**src/rtl/constant_alpha_fill_blend_macros.svh**
```systemverilog
// assertion macros used by the blend top level
`ifndef CONSTANT_ALPHA_FILL_BLEND_MACROS_SVH
`define CONSTANT_ALPHA_FILL_BLEND_MACROS_SVH

// same-cycle implication, checked on clk_i, quiet in reset
`define CAFB_ASSERT_IMPL(label, ante, cons) \
  label: assert property (@(posedge clk_i) disable iff (!rst_ni) (ante) |-> (cons)) \
    else $error("cafb assertion failed");

// next-cycle implication, checked on clk_i, quiet in reset
`define CAFB_ASSERT_NEXT(label, ante, cons) \
  label: assert property (@(posedge clk_i) disable iff (!rst_ni) (ante) |=> (cons)) \
    else $error("cafb assertion failed");

`endif

```
**src/rtl/cafb_pkg.sv**
```systemverilog
// types and constants of the constant alpha fill blend
`timescale 1ns / 1ps
`default_nettype none

package cafb_pkg;

  typedef enum logic [1:0] {
    FMT_332  = 2'd0,
    FMT_565  = 2'd1,
    FMT_888  = 2'd2,
    FMT_X888 = 2'd3
  } pix_fmt_e;

  localparam logic [1:0] REG_PIXEL_FORMAT = 2'd0;
  localparam logic [1:0] REG_FILL_COLOR   = 2'd1;
  localparam logic [1:0] REG_ALPHA_LEVEL  = 2'd2;

  localparam int unsigned CfgDataW = 24;

  localparam logic [31:0] MASK_332  = 32'h0000_38E3;
  localparam logic [31:0] MASK_565  = 32'h07E0_F81F;
  localparam logic [31:0] MASK_RB   = 32'h00FF_00FF;
  localparam logic [31:0] MASK_G    = 32'h0000_FF00;
  localparam logic [31:0] MASK_BYTE = 32'h0000_00FF;

  localparam logic [3:0] SHIFT_332  = 4'd3;
  localparam logic [3:0] SHIFT_565  = 4'd5;
  localparam logic [3:0] SHIFT_BYTE = 4'd8;

  // operands of one blend lane
  typedef struct packed {
    logic [31:0] dst;
    logic [31:0] fill;
    logic [7:0]  alpha;
    logic [3:0]  shift;
    logic [31:0] mask;
  } lane_op_t;

endpackage

`default_nettype wire

```
**src/rtl/constant_alpha_fill_blend.sv**
```systemverilog
// constant alpha fill blend, top level
// an input beat passes the input register, then the result register, to its result beat on the master side
// throughput: one pixel per cycle while the master side accepts, three 32x8 blend lanes work in parallel
// an input register and a result register part the two stream sides
// reset clears valid flags and all config registers to zero
`timescale 1ns / 1ps
`default_nettype none
`include "constant_alpha_fill_blend_macros.svh"

module constant_alpha_fill_blend (
  input  wire logic        clk_i,
  input  wire logic        rst_ni,
  input  wire logic        cfg_valid_i,
  output      logic        cfg_ready_o,
  input  wire logic [1:0]  cfg_index_i,
  input  wire logic [cafb_pkg::CfgDataW-1:0] cfg_data_i,
  input  wire logic        s_axis_tvalid,
  output      logic        s_axis_tready,
  input  wire logic [31:0] s_axis_tdata,   // [31:0] dest_pixel
  input  wire logic        s_axis_tlast,   // end_of_span
  output      logic        m_axis_tvalid,
  input  wire logic        m_axis_tready,
  output      logic [31:0] m_axis_tdata,   // [31:0] blended_pixel
  output      logic        m_axis_tlast    // span_done
);

  cafb_pkg::pix_fmt_e fmt_q;
  logic [23:0] fill_q;
  logic [7:0]  alpha_q;

  logic        in_valid_q;
  logic [31:0] in_pix_q;
  logic        in_last_q;
  logic        out_ready;
  logic        s_beat;

  logic [31:0] blend_d;
  logic [31:0] out_pix_q;
  logic        out_last_q;
  logic        out_valid_q;

  cafb_pkg::lane_op_t op0, op1, op2;
  logic [31:0] res0, res1, res2;

  logic [31:0] fill_332, dst_332, fill_565, dst_565;

  // config
  assign cfg_ready_o = 1'b1;

  always_ff @(posedge clk_i or negedge rst_ni) begin
    if (!rst_ni) begin
      fmt_q   <= cafb_pkg::FMT_332;
      fill_q  <= '0;
      alpha_q <= '0;
    end else if (cfg_valid_i) begin
      unique case (cfg_index_i)
        cafb_pkg::REG_PIXEL_FORMAT: fmt_q   <= cafb_pkg::pix_fmt_e'(cfg_data_i[1:0]);
        cafb_pkg::REG_FILL_COLOR:   fill_q  <= cfg_data_i[23:0];
        cafb_pkg::REG_ALPHA_LEVEL:  alpha_q <= cfg_data_i[7:0];
        default: ;
      endcase
    end
  end

  // handshake
  assign out_ready     = !out_valid_q || m_axis_tready;
  assign s_axis_tready = !in_valid_q || out_ready;
  assign s_beat        = s_axis_tvalid && s_axis_tready;

  always_ff @(posedge clk_i or negedge rst_ni) begin
    if (!rst_ni) begin
      in_valid_q <= 1'b0;
    end else if (s_axis_tready) begin
      in_valid_q <= s_axis_tvalid;
    end
  end

  always_ff @(posedge clk_i) begin
    if (s_beat) begin
      in_pix_q  <= s_axis_tdata;
      in_last_q <= s_axis_tlast;
    end
  end

  // spread fields
  assign fill_332 = ({24'd0, fill_q[7:0]} | {15'd0, fill_q[7:0], 9'd0}) & cafb_pkg::MASK_332;
  assign dst_332  = ({24'd0, in_pix_q[7:0]} | {15'd0, in_pix_q[7:0], 9'd0})
                    & cafb_pkg::MASK_332;
  assign fill_565 = ({16'd0, fill_q[15:0]} | {fill_q[15:0], 16'd0}) & cafb_pkg::MASK_565;
  assign dst_565  = ({16'd0, in_pix_q[15:0]} | {in_pix_q[15:0], 16'd0})
                    & cafb_pkg::MASK_565;

  // lane operands
  always_comb begin
    op1.dst   = {24'd0, in_pix_q[15:8]};
    op1.fill  = {24'd0, fill_q[15:8]};
    op1.alpha = alpha_q;
    op1.shift = cafb_pkg::SHIFT_BYTE;
    op1.mask  = cafb_pkg::MASK_BYTE;
    op2.dst   = {24'd0, in_pix_q[23:16]};
    op2.fill  = {24'd0, fill_q[23:16]};
    op2.alpha = alpha_q;
    op2.shift = cafb_pkg::SHIFT_BYTE;
    op2.mask  = cafb_pkg::MASK_BYTE;
    op0.dst   = {24'd0, in_pix_q[7:0]};
    op0.fill  = {24'd0, fill_q[7:0]};
    op0.alpha = alpha_q;
    op0.shift = cafb_pkg::SHIFT_BYTE;
    op0.mask  = cafb_pkg::MASK_BYTE;
    unique case (fmt_q)
      cafb_pkg::FMT_332: begin
        op0.dst   = dst_332;
        op0.fill  = fill_332;
        op0.alpha = {5'd0, alpha_q[7:5]};
        op0.shift = cafb_pkg::SHIFT_332;
        op0.mask  = cafb_pkg::MASK_332;
      end
      cafb_pkg::FMT_565: begin
        op0.dst   = dst_565;
        op0.fill  = fill_565;
        op0.alpha = {3'd0, alpha_q[7:3]};
        op0.shift = cafb_pkg::SHIFT_565;
        op0.mask  = cafb_pkg::MASK_565;
      end
      cafb_pkg::FMT_888: ;
      cafb_pkg::FMT_X888: begin
        op0.dst  = in_pix_q & cafb_pkg::MASK_RB;
        op0.fill = {8'd0, fill_q} & cafb_pkg::MASK_RB;
        op0.mask = cafb_pkg::MASK_RB;
        op1.dst  = in_pix_q & cafb_pkg::MASK_G;
        op1.fill = {8'd0, fill_q} & cafb_pkg::MASK_G;
        op1.mask = cafb_pkg::MASK_G;
      end
      default: ;
    endcase
  end

  cafb_lane u_lane0 (.op_i(op0), .res_o(res0));
  cafb_lane u_lane1 (.op_i(op1), .res_o(res1));
  cafb_lane u_lane2 (.op_i(op2), .res_o(res2));

  // pack result
  always_comb begin
    unique case (fmt_q)
      cafb_pkg::FMT_332:  blend_d = {24'd0, res0[7:0] | res0[16:9]};
      cafb_pkg::FMT_565:  blend_d = {16'd0, res0[15:0] | res0[31:16]};
      cafb_pkg::FMT_888:  blend_d = {8'd0, res2[7:0], res1[7:0], res0[7:0]};
      cafb_pkg::FMT_X888: blend_d = res0 | res1;
      default:            blend_d = res0 | res1;
    endcase
  end

  // result register
  always_ff @(posedge clk_i or negedge rst_ni) begin
    if (!rst_ni) begin
      out_valid_q <= 1'b0;
    end else if (out_ready) begin
      out_valid_q <= in_valid_q;
    end
  end

  always_ff @(posedge clk_i) begin
    if (out_ready && in_valid_q) begin
      out_pix_q  <= blend_d;
      out_last_q <= in_last_q;
    end
  end

  assign m_axis_tvalid = out_valid_q;
  assign m_axis_tdata  = out_pix_q;
  assign m_axis_tlast  = out_last_q;

  `CAFB_ASSERT_NEXT(a_beat_loads_input, s_beat, in_valid_q)
  `CAFB_ASSERT_NEXT(a_input_moves_out, in_valid_q, out_valid_q)
  `CAFB_ASSERT_NEXT(a_stalled_input_holds, in_valid_q && !out_ready,
                    in_valid_q && $stable(in_pix_q) && $stable(in_last_q))

endmodule

`default_nettype wire

```
**src/rtl/cafb_lane.sv**
```systemverilog
// one blend lane: dst + ((alpha * (fill - dst)) >> shift), masked
`timescale 1ns / 1ps
`default_nettype none

module cafb_lane (
  input  wire cafb_pkg::lane_op_t op_i,
  output logic [31:0]             res_o
);

  logic [31:0] diff;
  logic [31:0] prod;
  logic [31:0] scaled;
  logic [31:0] sum;

  // all math wraps at 32 bits
  assign diff   = op_i.fill - op_i.dst;
  assign prod   = diff * {24'd0, op_i.alpha};
  assign scaled = prod >> op_i.shift;
  assign sum    = op_i.dst + scaled;
  assign res_o  = sum & op_i.mask;

endmodule

`default_nettype wire

```
**config.mk**
```make
export PLATFORM = sky130hd
export DESIGN_NAME = constant_alpha_fill_blend
export DESIGN_NICKNAME = d
export VERILOG_FILES = /design/src/rtl/cafb_pkg.sv /design/src/rtl/constant_alpha_fill_blend.sv /design/src/rtl/cafb_lane.sv
export VERILOG_INCLUDE_DIRS = /design/src /design/src/rtl
export SDC_FILE = /design/constraint.sdc
export NUM_CORES = 1
export LEC_CHECK = 0
export ABC_AREA = 0
export BUFFER_PORTS_ARGS = -buffer_cell sky130_fd_sc_hd__buf_2
export CAP_MARGIN = 5
export CORE_AREA = 2 2 277 279
export DETAILED_ROUTE_END_ITERATION = 16
export DIE_AREA = 0 0 279 281
export PLACE_DENSITY = 0.56
export REMOVE_ABC_BUFFERS = 1
export SYNTH_ARGS = -nofsm -noshare
export SYNTH_HDL_FRONTEND = slang
export SYNTH_SLANG_ARGS = --single-unit
```
**constraint.sdc**
```tcl
create_clock -name clk_i -period 9 [get_ports clk_i]
set_input_delay 0.9 -clock clk_i [delete_from_list [all_inputs] [get_ports clk_i]]
set_output_delay 0.9 -clock clk_i [all_outputs]
set_load 0.005 [all_outputs]
```
* Yosys cells after proc, flatten, opt, wreduce, memory -nomap -nowiden
Cells that the tools add are included.
** Word-level totals
- Memories kept :: 0
- Register bits after elaboration :: 94
- Output and inout port bits :: 36
- Memory bits (read-only) :: 0
- RAM bits :: 0
- Input port bits :: 64
- Logic and storage cells :: 50
- Latch bits :: 0
** Operators by class
- Multiply operators :: 3
- Shifts and indexed selects :: 1
- Add/sub/neg operators :: 6
- $lt $le $gt $ge :: 0
- Div/mod/pow operators :: 0
- Equal/unequal tests :: 5
- Bitwise logic cells :: 9
- Muxes and demuxes :: 6
- Reductions and logical operators :: 11
** Operator list (number)
- $pmux W59 S3 :: 1
- $pmux W32 S4 :: 1
- $pmux W27 S3 :: 1
- $mul A32 B8 Y32 :: 2
- $or A16 B27 Y27 :: 2
- $mux W48 :: 1
- $add A27 B32 Y32 :: 1
- $and A32 B16 Y32 :: 1
- $and A32 B27 Y32 :: 1
- $mul A32 B8 Y16 :: 1
- $or A32 B32 Y32 :: 1
- $shr A32 B4 Y32 :: 1
- $sub A32 B16 Y32 :: 1
- $sub A32 B27 Y32 :: 1
- $or A8 B14 Y14 :: 2
- $add A16 B24 Y25 :: 1
- $pmux W12 S2 :: 1
- $mux W16 :: 1
- $or A16 B16 Y16 :: 1
- $sub A8 B8 Y9 :: 1
- $add A8 B8 Y8 :: 1
- $or A8 B8 Y8 :: 1
- $eq A2 B2 Y1 const B :: 3
- $reduce_and A2 Y1 :: 3
- other kinds (5) :: 10

* Depth between registers and ports, before layout
- Depth in word-level cells :: 9
- Depth in mapped cells :: 49

* Cells and area by module
From an unflattened synthesis, not the netlist that was laid out.
** Second synthesis, totals
- Cell total of the unflattened synthesis :: 4844
- Area total of the unflattened synthesis :: 40102.2 µm²
** By module, submodules not included
- cafb_lane at u_lane2 :: area each 11863.9 µm², sequential area each 0.0 µm², times used 1, cells each 1511
- cafb_lane at u_lane1 :: area each 11813.8 µm², sequential area each 0.0 µm², times used 1, cells each 1498
- cafb_lane at u_lane0 :: area each 11778.8 µm², sequential area each 0.0 µm², times used 1, cells each 1461
- constant_alpha_fill_blend :: area each 4645.7 µm², sequential area each 2642.5 µm², times used 1, cells each 374

* Worst setup path before layout
Ideal clock, no wire load.
- Path kind :: flip-flop to flip-flop
- Start :: register fmt_q[1]
- End :: register out_pix_q[15], in the netlist m_axis_tdata[15] (data pin)
- Slack :: -0.708 ns
- Setup time :: 0.275 ns
- Data arrival time :: 9.433 ns
- Stages on the path, launching flop included :: 43
- Period minus slack after synthesis :: 9.708 ns
- Buffers on the path :: 5
- Path through :: dfrtp_1 > buf_2 > buf_1 > clkbuf_1 > clkbuf_1 > nand2_1 > clkbuf_1 > nand2_1 > ha_1 > inv_1 > fa_1 > a21o_1 > a21oi_1 > o21ai_0 > a21oi_1 > o21a_1 > o21ai_0 > o41ai_1 > [... 7 more ...] > fa_1 > ha_1 > o21a_1 > nand4_1 > nor3_1 > o21a_1 > nor2_1 > ha_1 > nand3_1 > nand2_1 > a41o_1 > o41ai_1 > o211ai_1 > a21oi_1 > xnor2_1 > xnor3_1 > xor2_1 > o221ai_1
** Between the ends
- Word-level cells in the longest chain between the ends :: 9
- Elaborated cells between the ends (all ways) :: 21
- Those cells by class :: add/sub (4); mul (2); eq/ne (3); shift (1); mux (6); bitwise (4); reduce/logical (1)
** Ends and longest elaborated chain
- from (decl) :: RTL line constant_alpha_fill_blend.sv:27 : cafb_pkg::pix_fmt_e fmt_q;
- from (signal assigned) :: RTL line constant_alpha_fill_blend.sv:52 : fmt_q <= cafb_pkg::FMT_332;
- from (signal assigned) :: RTL line constant_alpha_fill_blend.sv:57 : cafb_pkg::REG_PIXEL_FORMAT: fmt_q <= cafb_pkg::pix_fmt_e'(cfg_data_i[1:0]);
- $eq A2 B2 Y1, or another cell as far along :: RTL line constant_alpha_fill_blend.sv:110, constant_alpha_fill_blend.sv:144
- $pmux W59 S3 :: RTL line constant_alpha_fill_blend.sv:110 : unique case (fmt_q)
- $sub A32 B27 Y32 :: RTL line cafb_lane.sv:16 : assign diff = op_i.fill - op_i.dst;
- $mul A32 B8 Y32 :: RTL line cafb_lane.sv:17 : assign prod = diff * {24'd0, op_i.alpha};
- $shr A32 B4 Y32 :: RTL line cafb_lane.sv:18 : assign scaled = prod >> op_i.shift;
- $add A27 B32 Y32 :: RTL line cafb_lane.sv:19 : assign sum = op_i.dst + scaled;
- $and A32 B27 Y32 :: RTL line cafb_lane.sv:20 : assign res_o = sum & op_i.mask;
- $or A32 B32 Y32 or $or A16 B16 Y16 (tied branches)
- $pmux W32 S4 * :: RTL line constant_alpha_fill_blend.sv:144 : unique case (fmt_q)
- named net blend_d[15] :: RTL line constant_alpha_fill_blend.sv:37 : logic [31:0] blend_d;
- to (signal assigned) :: RTL line constant_alpha_fill_blend.sv:164 : out_pix_q <= blend_d;
- to (decl) :: RTL line constant_alpha_fill_blend.sv:38 : logic [31:0] out_pix_q;
Mark *: on every way through the listed nets, which the timed path passes. The rest lies on a longest branch.
A chain may end at the register's enable or synchronous reset.

* Worst setup path after layout
- Start :: register fmt_q[1]
- End :: register out_pix_q[8], in the netlist m_axis_tdata[8] (data pin)
The elaborated chain is that of the path after synthesis.

==> impl_metrics.yaml <==
run_status:
  status: "finished clean"
synthesis:
  synth_flop_cell: "edfxtp_1"
  synth-simple-area-share_pct: 18.6
  synth_compound_area_share_pct: 11.4
  synth_area_um2: 21700
  yosysSeqAreaShare_pct: 11.5
  yosysWarnings: 0
  synthCells: 2527
  synth_fa_ha_area_share_pct: 40.5
  synth.distinct_cells: 85
  syn_avg_cell_area_um2: 8.57
  synthMuxAreaShare_pct: 2.70
  synth_top_family_by_area: "adder cells"
  async_flop_share_pct: 40.4
  synth_edf_count: 53
  yosys.area_share.xor_xnor_pct: 6.65
  ys_ff_latch: 89
finish:
  design_area_um2: 28200
  area_growth_syn_to_layout_pct: 30.0
  multi_input_area_um2: 18500
  antenna_cells: 0
  seq_area_um2: 2490
  final_nets: 3595
  nFillCells: 7712
  final_util_pct: 37.3
  drive_gt1_share_pct: 28.2
drt:
  first_pass_iters: 5
  vias_per_cell: 4.72
  drc_errors: 0
  avgRoutedWirePerCell_um: 16.5
  postRouteAntennaNets: 0
  wirelength_um: 66200
  drt_iter0_markers: 1233
  vias: 18900
timing:
  min_period_over_period_pct: 98.4
  fin_skew_ns: 0.0139
  tightest_slew_ns: 1.01
  fin_crit_ns: 8.86
  grt_setup_unrepaired: "yes"
  hold_viol: 0
  slew_headroom_pct: 32.4
  final-max-slew-violation-count: 0
  fmax_mhz: 113
  setup_violations: 0
  whs_ns: 0.435
  fin_ws_ns: 0.144
global_route:
  grt_pass1_vias: 19000
  grt.total_usage_pct: 17.0
  grt_overflow: 0
  grt_max_degree: 37
  antenna_found_initial: 6
  grt_pass1_wl_um: 105000
die:
  die-area_um2: 78400
  num_rows: 101
  io_pins: 100
  die_h_um: 281
  die_width_um: 279
  start_util_pct: 28.7
  core_region_area_um2: 75400
placement:
  place_worst_setup_slack_ns: -0.315
  hpwl_um: 54100
  port_buffers: 85
  placed_area_um2: 26300
  gp_congestion: 0.903
critical_path:
  critPathLaunch: "fmt_q[1]"
  cp_max_fo: 6
  r2r_start: "fmt_q[1]"
  cpPeakStageDelay_ns: 0.54
  critical_path_class: "flip-flop to flip-flop"
  startpoint_type: "flip-flop"
  crit_slowest_cell: "fa_1"
  worstPathArrival_ns: 9.00
  r2r_cells: 43
  setup.worst_path.end_class: "flip-flop"
  critPathRequiredTime_ns: 9.14
hold_path:
  hold_start: "in_last_q"
  hold_path_class: "flip-flop to flip-flop"
  min_path_cells: 0
cts:
  clk_path_buf_depth: 2
  cts_tree: "built"
  clkSlewWorstSetupHoldPaths_ns: 0.08
  insertion_delay_ns: 0.38
  cts_hold_buf: 0
  cts_root_buffer: "clkbuf_16"
  cts_buffers: 9
  numClockSinks: 89
  h-tree-depth: 3
run:
  drv_cap: 0
==> synthesized netlist by cell type (16+ instances only) <==
master	number	area, um^2
inv_1	389	1460
fa_1	325	6510
nand2_1	293	1100
nor2_1	241	905
ha_1	182	2280
and2_1	129	807
a21oi_1	120	601
xnor2_1	111	972
clkbuf_1	72	270
edfxtp_1	53	1590
o21ai_0	51	255
a21o_1	50	375
nand2b_1	45	282
xor2_1	40	350
dfrtp_1	36	901
nor2b_1	36	225
mux2_2	35	394
nand3_1	26	130
o21ai_1	24	120
and3_1	22	138
nor3_1	21	105
o21a_1	21	158
mux2i_1	18	180
o21bai_1	16	120
==> cell type report <==
class / instances / area share [%]
clock buffer: 10 / 0.813
clock inverter: 6 / 0.173
inverter: 390 / 5.21
multi-input combinational: 1963 / 65.9
sequential: 89 / 8.86
tap: 978 / 4.34
timing repair buffer: 571 / 14.7
==> logic make-up (layout without fill, tap and decap cells) <==
family | Yosys count | count (layout)
AOI/OAI and AO/OA | 380 | 380
xor gates and xnor gates | 157 | 157
adders and majority gates | 507 | 507
buffers and inverters | 482 | 977
DFF | 89 | 89
muxes | 54 | 54
other | 2 | 9
and+or+nand+nor | 856 | 856
==> layout by cell type, fill, tap and decap left out, types with 50 or more instances in the layout <==
cell type,n
xnor2_1,93
nor2_1,223
edfxtp_1,53
a21oi_1,76
inv_1,382
ha_1,158
buf_2,85
and2_1,120
nand2_1,283
fa_1,322
buf_4,469
a21o_1,50
==> per-layer routing <==
metal | part of all wire, % | vias to the layer above | wire [um] | global-route usage [%]
met1 | 48 | 9332 | 32000 | 25.1
met4 | 1.3 | 8 | 889 | 2.37
li1 | - | 9035 | - | -
met5 | 0.073 | - | 48 | 0
met2 | 44 | 463 | 29300 | 26.7
met3 | 6.0 | 58 | 3970 | 2.61
==> sequential cells by signal (all words and copies together), names as in the netlist <==
signal / count
m_axis_tvalid: 1
in_pix_q: 24
in_valid_q: 1
m_axis_tlast: 1
alpha_q: 8
fmt_q: 2
in_last_q: 1
m_axis_tdata: 27
fill_q: 24
==> critical path, delay by kind of cell (launching register included) <==
kind / cells / cell delay [ns]
AO/OA/AOI/OAI: 18 / 2.89
XOR/XNOR: 3 / 0.74
flip-flops: 1 / 0.44
adder cells (fa/ha/maj): 7 / 2.87
AND/OR/NAND/NOR: 12 / 1.27
buffers and inverters: 3 / 0.43
==> timing repair <==
item | 4_1_cts | 5_1_grt
endpoints found under the setup margin | 13 | 21
buffers inserted | 10 | 37
pin swaps | 16 | 159
gates resized for setup | 40 | 238
==> per-stage QoR <==
step | instances | TNS (ns)
after floorplan | 2442 | -19.88
after global placement | 3949 | -2.08
after detailed placement | 3949 | -2.34
after CTS | 3975 | 0
after global routing | 4007 | -1.28
final | 4007 | 0
==> path summary, 6_finish.rpt <==
kind / endpoint / slack (ns)
max: m_axis_tdata[8] / 0.14
min: m_axis_tlast / 0.44
max reg2reg: m_axis_tdata[8] / 0.14
min reg2reg: m_axis_tlast / 0.44
max in group asynchronous: fmt_q[0] / 7.60
min in group asynchronous: fill_q[16] / 0.68
Power is not shown: default switching activity piles up to over one toggle a cycle in this logic, so the estimate is an artifact.
